## src/hdl/b2da_pkg.sv

```systemverilog
package b2da_pkg;

    localparam int MAX_DIGITS_DEF  = 8;
    localparam int QUEUE_DEPTH_DEF = 2;

    localparam int VALUE_W     = 32;
    localparam int MAG_W       = VALUE_W - 1;
    localparam int CHAR_W      = 6;
    localparam int DIGIT_W     = 4;
    localparam int RECIP_W     = 32;
    localparam int RECIP_SHIFT = 35;
    localparam int PROD_W      = MAG_W + RECIP_W;
    localparam int QUO_W       = PROD_W - RECIP_SHIFT;

    localparam logic [CHAR_W-1:0]  ASCII_ZERO = 6'd48;
    localparam logic [RECIP_W-1:0] RECIP_TEN  = 32'hCCCC_CCCD;

    typedef enum logic [1:0] {
        KIND_POS,
        KIND_ZERO,
        KIND_NEG
    } kind_t;

    typedef struct packed {
        kind_t            kind;
        logic [MAG_W-1:0] mag;
    } item_t;

    typedef struct packed {
        logic full;
        logic empty;
    } qstat_t;

endpackage

```

## src/hdl/b2da_front.sv

```systemverilog
module b2da_front
    import b2da_pkg::*;
(
    input  logic               clk,
    input  logic               rst_n,
    input  logic               push,
    output logic               full,
    input  logic [VALUE_W-1:0] value,
    input  qstat_t             q_stat,
    output logic               q_push,
    output item_t              q_item
);

    logic  front_valid_reg;
    logic  front_valid_next;
    item_t front_item_reg;
    item_t front_item_next;
    logic  load;

    assign q_push = front_valid_reg && !q_stat.full;
    assign full   = front_valid_reg && q_stat.full;
    assign load   = push && !full;
    assign q_item = front_item_reg;

    // sign and zero classification
    always_comb
    begin
        front_item_next.mag = value[MAG_W-1:0];
        if (value[VALUE_W-1])
        begin
            front_item_next.kind = KIND_NEG;
        end
        else if (value == '0)
        begin
            front_item_next.kind = KIND_ZERO;
        end
        else
        begin
            front_item_next.kind = KIND_POS;
        end
    end

    assign front_valid_next = load || (front_valid_reg && !q_push);

    always_ff @(posedge clk or negedge rst_n)
    begin
        if (!rst_n)
        begin
            front_valid_reg <= 1'b0;
        end
        else
        begin
            front_valid_reg <= front_valid_next;
        end
    end

    always_ff @(posedge clk)
    begin
        if (load)
        begin
            front_item_reg <= front_item_next;
        end
    end

endmodule

```

## src/hdl/b2da_queue.sv

```systemverilog
module b2da_queue
    import b2da_pkg::*;
#(
    parameter int DEPTH = QUEUE_DEPTH_DEF
)
(
    input  logic   clk,
    input  logic   rst_n,
    input  logic   wr_en,
    input  item_t  wr_item,
    input  logic   rd_en,
    output item_t  rd_item,
    output qstat_t stat
);

    localparam int PTR_W = (DEPTH > 1) ? $clog2(DEPTH) : 1;
    localparam int CNT_W = $clog2(DEPTH + 1);
    localparam logic [PTR_W-1:0] LAST_PTR  = PTR_W'(DEPTH - 1);
    localparam logic [CNT_W-1:0] DEPTH_CNT = CNT_W'(DEPTH);

    item_t            slots_reg [DEPTH];
    logic [PTR_W-1:0] wr_ptr_reg;
    logic [PTR_W-1:0] rd_ptr_reg;
    logic [CNT_W-1:0] count_reg;
    logic             do_wr;
    logic             do_rd;

    assign stat.full  = (count_reg == DEPTH_CNT);
    assign stat.empty = (count_reg == '0);
    assign do_wr      = wr_en && !stat.full;
    assign do_rd      = rd_en && !stat.empty;
    assign rd_item    = slots_reg[rd_ptr_reg];

    always_ff @(posedge clk or negedge rst_n)
    begin
        if (!rst_n)
        begin
            wr_ptr_reg <= '0;
            rd_ptr_reg <= '0;
            count_reg  <= '0;
        end
        else
        begin
            if (do_wr)
            begin
                wr_ptr_reg <= (wr_ptr_reg == LAST_PTR) ? '0 : wr_ptr_reg + 1'b1;
            end
            if (do_rd)
            begin
                rd_ptr_reg <= (rd_ptr_reg == LAST_PTR) ? '0 : rd_ptr_reg + 1'b1;
            end
            if (do_wr && !do_rd)
            begin
                count_reg <= count_reg + 1'b1;
            end
            else if (do_rd && !do_wr)
            begin
                count_reg <= count_reg - 1'b1;
            end
        end
    end

    always_ff @(posedge clk)
    begin
        if (do_wr)
        begin
            slots_reg[wr_ptr_reg] <= wr_item;
        end
    end

endmodule

```

## src/hdl/b2da_back.sv

```systemverilog
module b2da_back
    import b2da_pkg::*;
#(
    parameter int MAX_DIGITS = MAX_DIGITS_DEF
)
(
    input  logic              clk,
    input  logic              rst_n,
    input  qstat_t            q_stat,
    input  item_t             q_item,
    output logic              q_pop,
    input  logic              pop,
    output logic              empty,
    output logic [CHAR_W-1:0] digit_char,
    output logic              empty_res,
    output logic              last
);

    localparam int IDX_W = (MAX_DIGITS > 1) ? $clog2(MAX_DIGITS) : 1;
    localparam int CNT_W = $clog2(MAX_DIGITS + 1);
    localparam logic [CNT_W-1:0] LAST_N = CNT_W'(MAX_DIGITS - 1);

    typedef enum logic [1:0] {
        ST_IDLE,
        ST_MUL,
        ST_DIV,
        ST_EMIT
    } state_t;

    state_t             state_reg;
    logic [MAG_W-1:0]   x_reg;
    logic [PROD_W-1:0]  prod_reg;
    logic [DIGIT_W-1:0] digits_reg [MAX_DIGITS];
    logic [CNT_W-1:0]   n_reg;
    logic               neg_reg;
    logic               out_valid_reg;
    logic [CHAR_W-1:0]  char_reg;
    logic               empty_res_reg;
    logic               last_reg;

    logic [QUO_W-1:0]   quo;
    logic [MAG_W:0]     ten_quo;
    logic [MAG_W:0]     rem;
    logic [CNT_W-1:0]   n_m1;
    logic [DIGIT_W-1:0] emit_digit;
    logic               can_load;

    assign quo        = prod_reg[PROD_W-1:RECIP_SHIFT];
    assign ten_quo    = (MAG_W+1)'({quo, 3'b000}) + (MAG_W+1)'({quo, 1'b0});
    assign rem        = (MAG_W+1)'(x_reg) - ten_quo;
    assign n_m1       = n_reg - 1'b1;
    assign emit_digit = digits_reg[n_m1[IDX_W-1:0]];
    assign can_load   = !out_valid_reg || pop;

    assign q_pop      = (state_reg == ST_IDLE) && !q_stat.empty;
    assign empty      = !out_valid_reg;
    assign digit_char = char_reg;
    assign empty_res  = empty_res_reg;
    assign last       = last_reg;

    always_ff @(posedge clk or negedge rst_n)
    begin
        if (!rst_n)
        begin
            state_reg     <= ST_IDLE;
            out_valid_reg <= 1'b0;
            x_reg         <= '0;
            prod_reg      <= '0;
            n_reg         <= '0;
            neg_reg       <= 1'b0;
            char_reg      <= '0;
            empty_res_reg <= 1'b0;
            last_reg      <= 1'b0;
            for (int i = 0; i < MAX_DIGITS; i++)
            begin
                digits_reg[i] <= '0;
            end
        end
        else
        begin
            if (state_reg == ST_EMIT && can_load)
            begin
                out_valid_reg <= 1'b1;
                empty_res_reg <= neg_reg;
                last_reg      <= (n_reg == CNT_W'(1));
                char_reg      <= neg_reg ? '0 : ASCII_ZERO + CHAR_W'(emit_digit);
            end
            else if (pop)
            begin
                out_valid_reg <= 1'b0;
            end

            case (state_reg)
                ST_IDLE:
                begin
                    if (!q_stat.empty)
                    begin
                        x_reg   <= q_item.mag;
                        n_reg   <= '0;
                        neg_reg <= 1'b0;
                        case (q_item.kind)
                            KIND_NEG:
                            begin
                                neg_reg   <= 1'b1;
                                n_reg     <= CNT_W'(1);
                                state_reg <= ST_EMIT;
                            end
                            KIND_ZERO:
                            begin
                                digits_reg[0] <= '0;
                                n_reg         <= CNT_W'(1);
                                state_reg     <= ST_EMIT;
                            end
                            default:
                            begin
                                state_reg <= ST_MUL;
                            end
                        endcase
                    end
                end
                ST_MUL:
                begin
                    prod_reg  <= PROD_W'(x_reg) * PROD_W'(RECIP_TEN);
                    state_reg <= ST_DIV;
                end
                ST_DIV:
                begin
                    // one digit per cycle, next reciprocal product runs alongside
                    digits_reg[n_reg[IDX_W-1:0]] <= rem[DIGIT_W-1:0];
                    x_reg    <= MAG_W'(quo);
                    prod_reg <= PROD_W'(quo) * PROD_W'(RECIP_TEN);
                    n_reg    <= n_reg + 1'b1;
                    if (quo == '0 || n_reg == LAST_N)
                    begin
                        state_reg <= ST_EMIT;
                    end
                end
                ST_EMIT:
                begin
                    if (can_load)
                    begin
                        n_reg <= n_m1;
                        if (n_reg == CNT_W'(1))
                        begin
                            state_reg <= ST_IDLE;
                        end
                    end
                end
                default:
                begin
                    state_reg <= ST_IDLE;
                end
            endcase
        end
    end

endmodule

```

## src/hdl/binary_to_decimal_ascii.sv

```systemverilog
// Signed 32-bit to decimal ASCII converter. Each request pushed in gives a run of results,
// most significant digit first, with last set on the final one; zero gives a single '0' and
// a negative value gives one result with empty_res set and digit_char 0. Only the lowest
// MAX_DIGITS digits are kept, so wide values may start with '0'. A positive value is handled in
// steps: a dequeue, priming of the reciprocal multiplier, a divide-by-ten loop (one digit per
// cycle through the multiply and remainder loop) and a drain of the digits through the single
// output register, which waits on pop. Zero and negative values go from the dequeue straight to
// the output stage. A small queue between the input stage and the converter lets new requests
// be taken while a run is still being produced.
module binary_to_decimal_ascii
    import b2da_pkg::*;
#(
    parameter int MAX_DIGITS  = MAX_DIGITS_DEF,
    parameter int QUEUE_DEPTH = QUEUE_DEPTH_DEF
)
(
    input  logic               clk,
    input  logic               rst_n,
    input  logic               push,
    output logic               full,
    input  logic [VALUE_W-1:0] value,
    output logic               empty,
    input  logic               pop,
    output logic [CHAR_W-1:0]  digit_char,
    output logic               empty_res,
    output logic               last
);

    qstat_t q_stat;
    logic   q_push;
    item_t  q_wr_item;
    logic   q_pop;
    item_t  q_rd_item;

    b2da_front u_front (
        .clk    (clk),
        .rst_n  (rst_n),
        .push   (push),
        .full   (full),
        .value  (value),
        .q_stat (q_stat),
        .q_push (q_push),
        .q_item (q_wr_item)
    );

    b2da_queue #(
        .DEPTH (QUEUE_DEPTH)
    ) u_queue (
        .clk     (clk),
        .rst_n   (rst_n),
        .wr_en   (q_push),
        .wr_item (q_wr_item),
        .rd_en   (q_pop),
        .rd_item (q_rd_item),
        .stat    (q_stat)
    );

    b2da_back #(
        .MAX_DIGITS (MAX_DIGITS)
    ) u_back (
        .clk        (clk),
        .rst_n      (rst_n),
        .q_stat     (q_stat),
        .q_item     (q_rd_item),
        .q_pop      (q_pop),
        .pop        (pop),
        .empty      (empty),
        .digit_char (digit_char),
        .empty_res  (empty_res),
        .last       (last)
    );

endmodule

```

## config.mk

```make
export PLATFORM = sky130hd
export DESIGN_NAME = binary_to_decimal_ascii
export DESIGN_NICKNAME = d
export VERILOG_FILES = /design/src/hdl/b2da_pkg.sv /design/src/hdl/b2da_front.sv /design/src/hdl/b2da_queue.sv /design/src/hdl/b2da_back.sv /design/src/hdl/binary_to_decimal_ascii.sv
export SDC_FILE = /design/constraint.sdc
export NUM_CORES = 1
export LEC_CHECK = 0
export BUFFER_PORTS_ARGS = -buffer_cell sky130_fd_sc_hd__buf_2
export CAP_MARGIN = 20
export CORE_UTILIZATION = 35
export DETAILED_ROUTE_END_ITERATION = 10
export SYNTH_ARGS = -nofsm -noshare
export SYNTH_HDL_FRONTEND = slang
export SYNTH_SLANG_ARGS = --single-unit
```

## constraint.sdc

```tcl
create_clock -name clk -period 10 [get_ports clk]
set_input_delay 2 -clock clk [delete_from_list [all_inputs] [get_ports clk]]
set_output_delay 2 -clock clk [all_outputs]
set_load 0.05 [all_outputs]
```

* Yosys cells after proc, flatten, opt, wreduce, memory -nomap -nowiden *
Memories as Yosys holds them, arrays and structs flattened.
Cells that the tools add are included.

cells by class
  $add $sub $neg = 9
  multiply operators = 2
  magnitude comparators = 3
  equal/unequal tests = 13
  mux-type cells = 33
  bitwise operators = 3
  reductions and logical operators = 36

operators by type and width
  cell                                                  number
  one-hot mux 63 bit (2 select lines)                   1
  multiplier 31 x 32 -> 63 bit (second input constant)  1
  one-hot mux 31 bit (2 select lines)                   1
  multiplier 28 x 32 -> 60 bit (second input constant)  1
  bitwise mux 32 bit                                    1
  zero test 32 bit                                      1
  2-to-1 mux 31 bit                                     1
  zero test 28 bit                                      1
  2-to-1 mux 4 bit                                      7
  2-to-1 mux 2 bit                                      7
  binary-select mux 4 bit (select 3 bit)                1
  demux 4 bit (select 3 bit)                            1
  one-hot mux 4 bit (3 select lines)                    1
  logical AND 1 bit                                     11
  2-to-1 mux 1 bit                                      9
  == test 2 bit (second input constant)                 4
  >= comparator 4 bit (second input constant)           2
  inverter 3 -> 4 bit                                   2
  one-hot mux 2 bit (4 select lines)                    1
  one-hot mux 4 bit (2 select lines)                    1
  nonzero test 2 bit                                    4
  zero test 1 bit                                       7
  adder 5 x 5 -> 6 bit (first input constant)           1
  2-to-1 mux 6 bit                                      1
  other kinds (21)                                      31

storage, ports and cells
  bits in registers = 180
  RAM bits = 66
  output and inout port bits = 10
  word-level logic and storage cells = 123
  memories kept = 1

memories
  name               words  bits a word  read ports  clocked after memory_dff  write ports  line              RTL
  u_queue.slots_reg  2      33           1           0                         1            b2da_queue.sv:21  item_t slots_reg [DEPTH];

* Depth between registers and ports, before layout *
  depth after elaboration = 8
  mapped depth = 27
  mapped depth without buffers = 27

* By module *
A second synthesis with hierarchy kept.

second synthesis, totals
  cell total of the unflattened synthesis = 2918
  area total of the unflattened synthesis = 30674.4 um^2

by module, submodules not included
  module      instances  cells each  area each (um^2)
  b2da_back   1          2747        26830.7
  b2da_queue  1          122         2730.1
  b2da_front  1          49          1113.6

* Worst setup path after synthesis *
Ideal clock, no wire load.

  path kind = flip-flop to flip-flop
  start = register u_back.x_reg[16]
  end = register u_back.prod_reg[60]
  data arrival time = 6.816 ns
  required time = 9.899 ns
  slack = 3.083 ns
  cell stages (with the launch flop) = 24
  buffers on the path = 0
  clock period less this slack = 6.917 ns
  cells stage by stage = dfrtp_1 ha_1 inv_1 fa_1 fa_1 fa_1 inv_1 fa_1 fa_1 fa_1 inv_1 fa_1 inv_1 ha_1 nand4_1 nor4_2 a221oi_1 o21ai_1 nor3_4 o31ai_4 a2111o_1 and2_1 a21o_1 o32ai_1

on the way
  word-level cells in the longest chain between the ends = 2

ends and longest elaborated chain
  what                                 line              RTL
  start, declared                      b2da_back.sv:31   logic [MAG_W-1:0] x_reg;
  start signal, assigned               b2da_back.sv:98   x_reg <= q_item.mag;
  start signal, assigned               b2da_back.sv:130  x_reg <= MAG_W'(quo);
  multiplier 31 x 32 -> 63 bit         b2da_back.sv:123  prod_reg <= PROD_W'(x_reg) * PROD_W'(RECIP_TEN);
  one-hot mux 63 bit (2 select lines)  b2da_back.sv:93   case (state_reg)
  end signal, assigned                 b2da_back.sv:123
  end signal, assigned                 b2da_back.sv:131  prod_reg <= PROD_W'(quo) * PROD_W'(RECIP_TEN);
  end, declared                        b2da_back.sv:32   logic [PROD_W-1:0] prod_reg;

No other way between the ends.
A chain may end at the register's enable or synchronous reset.

* Worst setup path after layout *
  start = register u_back.x_reg[16]
  end = register u_back.prod_reg[61]

The elaborated chain is that of the path after synthesis.

==> run summary <==
Largest net degree at the start of global routing -> 90
Port bufs -> 45
Final setup viols -> 0
Fin Setup TNS -> 0 ns
GR Overflow Total -> 0
EDFF count, synth -> 99
GRT Total Usage -> 18.36%
DR WL met3 -> 3833 microns
Status -> finished, final reports clean
Resize count post-CTS -> 0
CP Launch Type -> flip-flop
Clock skew -> 0.02922 ns
Die width -> 297.7 microns
# placed instances -> 4119
Register area share after synthesis -> 18.79%
WL met1 -> 36840 microns
CTS Root Buffer Type -> clkbuf_16
Fin crit share -> 80.65%
Critical path fanouts, max -> 6
Total Wirelength -> 80120 microns
Top Layer Used -> met4
Drt pass-1 iters -> 7
Clock transition at path regs -> 0.08 ns
Post-DP Area -> 32140 sq um
Synth Area per Inst -> 10.36 sq um
Filler cells -> 8501
DRC Markers -> 0
Post-synth cell types -> 86
Antenna violations before repair -> 1
Final #Nets -> 4036
Num CTS Buffers -> 25
Commonest cells post-synth -> inv_1, ha_1, fa_1, nand2_1, a21oi_1
Vias in the first global route -> 21320
Critical Path Sink Type -> flip-flop
WS Path Type -> reg2reg
CORE AREA -> 86620 sq um
Area Overhead vs Synth -> 7.798%
Syn Inst Count -> 2954
CP required -> 10.41 ns
Hold Buf Count CTS -> 0
Min Hold Slack -> 0.4336 ns
Maxcap violations -> 0
Net Count, Synth -> 3999
Starting density of the core -> 35.33%
Largest area contributor in the netlist -> fa_1
Slew Limit Headroom -> 24.43%
Most common cell in the netlist -> inv_1
Non-Filler Instances -> 4165
Hold Crit Class -> reg2reg
Async set-reset flop share out of synthesis -> 52.86%
Clock sink count -> 210
Worst slew pin tran -> 1.123 ns
Worst EP arrival -> 8.47 ns
Iteration-0 DRC Markers -> 1321
Die height -> 297.7 microns
Routed length on met2 -> 37800 microns
Top cells by area, synth -> fa_1, ha_1, edfxtp_1
Fin. max-slew vios -> 0
Die area -> 88610 sq um
# rows -> 108
Synthesized cell area -> 30600 sq um
Syn. warnings -> 0
Avg Vias per Cell -> 4.935
CTS Buffer Depth -> 3
Final Cell Area -> 32990 sq um
Antenna Cells -> 0
Final hold vios -> 0
Main synth FF type -> dfrtp_1
Layout cells sized above 1 -> 4.618%
Routed wire per std cell -> 19.24 microns
DR vias -> 20560
Synth top area share -> 28.85%
RSZ-0062 raised after global routing -> false
H-tree levels -> 1
Gpl congestion -> 1.000
Min cycle time layout -> 8.065 ns
I/O pin cnt -> 46
Max FFs per register -> 66
Post-CTS Setup Repair Bufs -> 0
Clock latency on the worst-skew pair -> 0.57 ns
TritonCTS clock tree -> done
Reg2Reg Depth -> 23
HPWL after DPL -> 69550 microns
Seq cells post-synth -> 210
Antenna-violating nets left -> 0
Worst hold path depth -> 0
Global-route wire length before repair -> 126200 microns
Fmax -> 124.0 MHz
-- kinds of logic (layout without fill, tap and decap cells) --
logic type / Yosys count / after routing / synth area share (%)
XOR/XNOR: 74 / 74 / 2.118
flip-flops: 210 / 210 / 18.79
multiplexers: 55 / 55 / 2.143
AND/OR/NAND/NOR: 393 / 393 / 6.060
AO/OA/AOI/OAI: 438 / 438 / 9.065
adder cells (fa/ha/maj): 1009 / 1009 / 52.08
buffers and inverters: 775 / 831 / 9.744
-- worst max-delay path, stage by stage, from the launching register on --
cell and delay (ns):
dfrtp_1 0.53, ha_1 0.40, inv_1 0.08, fa_1 0.71, fa_1 0.53, fa_1 0.56
inv_1 0.09, fa_1 0.59, fa_1 0.46, fa_1 0.49, inv_1 0.05, fa_1 0.47
inv_1 0.04, ha_1 0.43, nand4_1 0.15, nor4_2 0.47, nand4_1 0.17, o21ai_2 0.21
nor3_4 0.11, o31ai_4 0.45, a2111o_1 0.26, a311oi_2 0.13, xnor2_1 0.37, o22ai_1 0.13
-- metrics by stage --
step	setup WS (ns)	utilization, %
3_5_place_dp	1.964	37.10
3_3_place_gp	1.980	37.09
4_1_cts	1.928	38.08
5_1_grt	1.577	38.08
6_report	1.935	38.08
2_1_floorplan	3.083	-
-- path summary, 6_finish.rpt --
kind	startpoint	endpoint	slack, ns
min in group asynchronous	rst_n	u_back.digits_reg[2]	1.50
worst max-delay path	u_back.x_reg[16]	u_back.prod_reg[61]	1.93
worst min register to register	u_front.q_item[1]	u_queue.slots_reg[1][1]	0.43
max in group asynchronous	rst_n	u_queue.rd_ptr_reg	7.12
worst min-delay path	u_front.q_item[1]	u_queue.slots_reg[1][1]	0.43
worst max register to register	u_back.x_reg[16]	u_back.prod_reg[61]	1.93
-- metal layers --
metal / vias up / GRT usage, %
li1: 9715 / -
met1: 10320 / 25.78
met2: 445 / 30.49
met3: 80 / 2.027
met4: 0 / 3.817
met5: - / 0
-- placed cells by master (no fill, tap or decap), types with 25 or more instances in the layout --
| master | n |
|---|---|
| inv_1 | 727 |
| a21o_1 | 61 |
| a21oi_1 | 125 |
| nand3_1 | 25 |
| dfrtp_1 | 110 |
| nor2_1 | 94 |
| mux2i_1 | 43 |
| nand2_1 | 149 |
| clkbuf_16 | 25 |
| xor2_1 | 27 |
| xnor2_1 | 47 |
| o21ai_0 | 123 |
| nand4_1 | 36 |
| buf_2 | 44 |
| fa_1 | 441 |
| edfxtp_1 | 99 |
| ha_1 | 567 |
-- area by class of cell --
cell class	instances	area [sq um]	share of cell area (%)
multi-input cells	1969	21890	66.36
flip-flops and latches	210	5752	17.44
inverters	728	2733	8.284
well taps	1155	1445	4.381
clock buffers	26	629.4	1.908
repair buffers	57	317.8	0.9635
clock inverters	20	219.0	0.6638
Power is left out: the tool's default activity adds up to more than one toggle a clock period on the data nets, which glitch-free logic cannot reach.
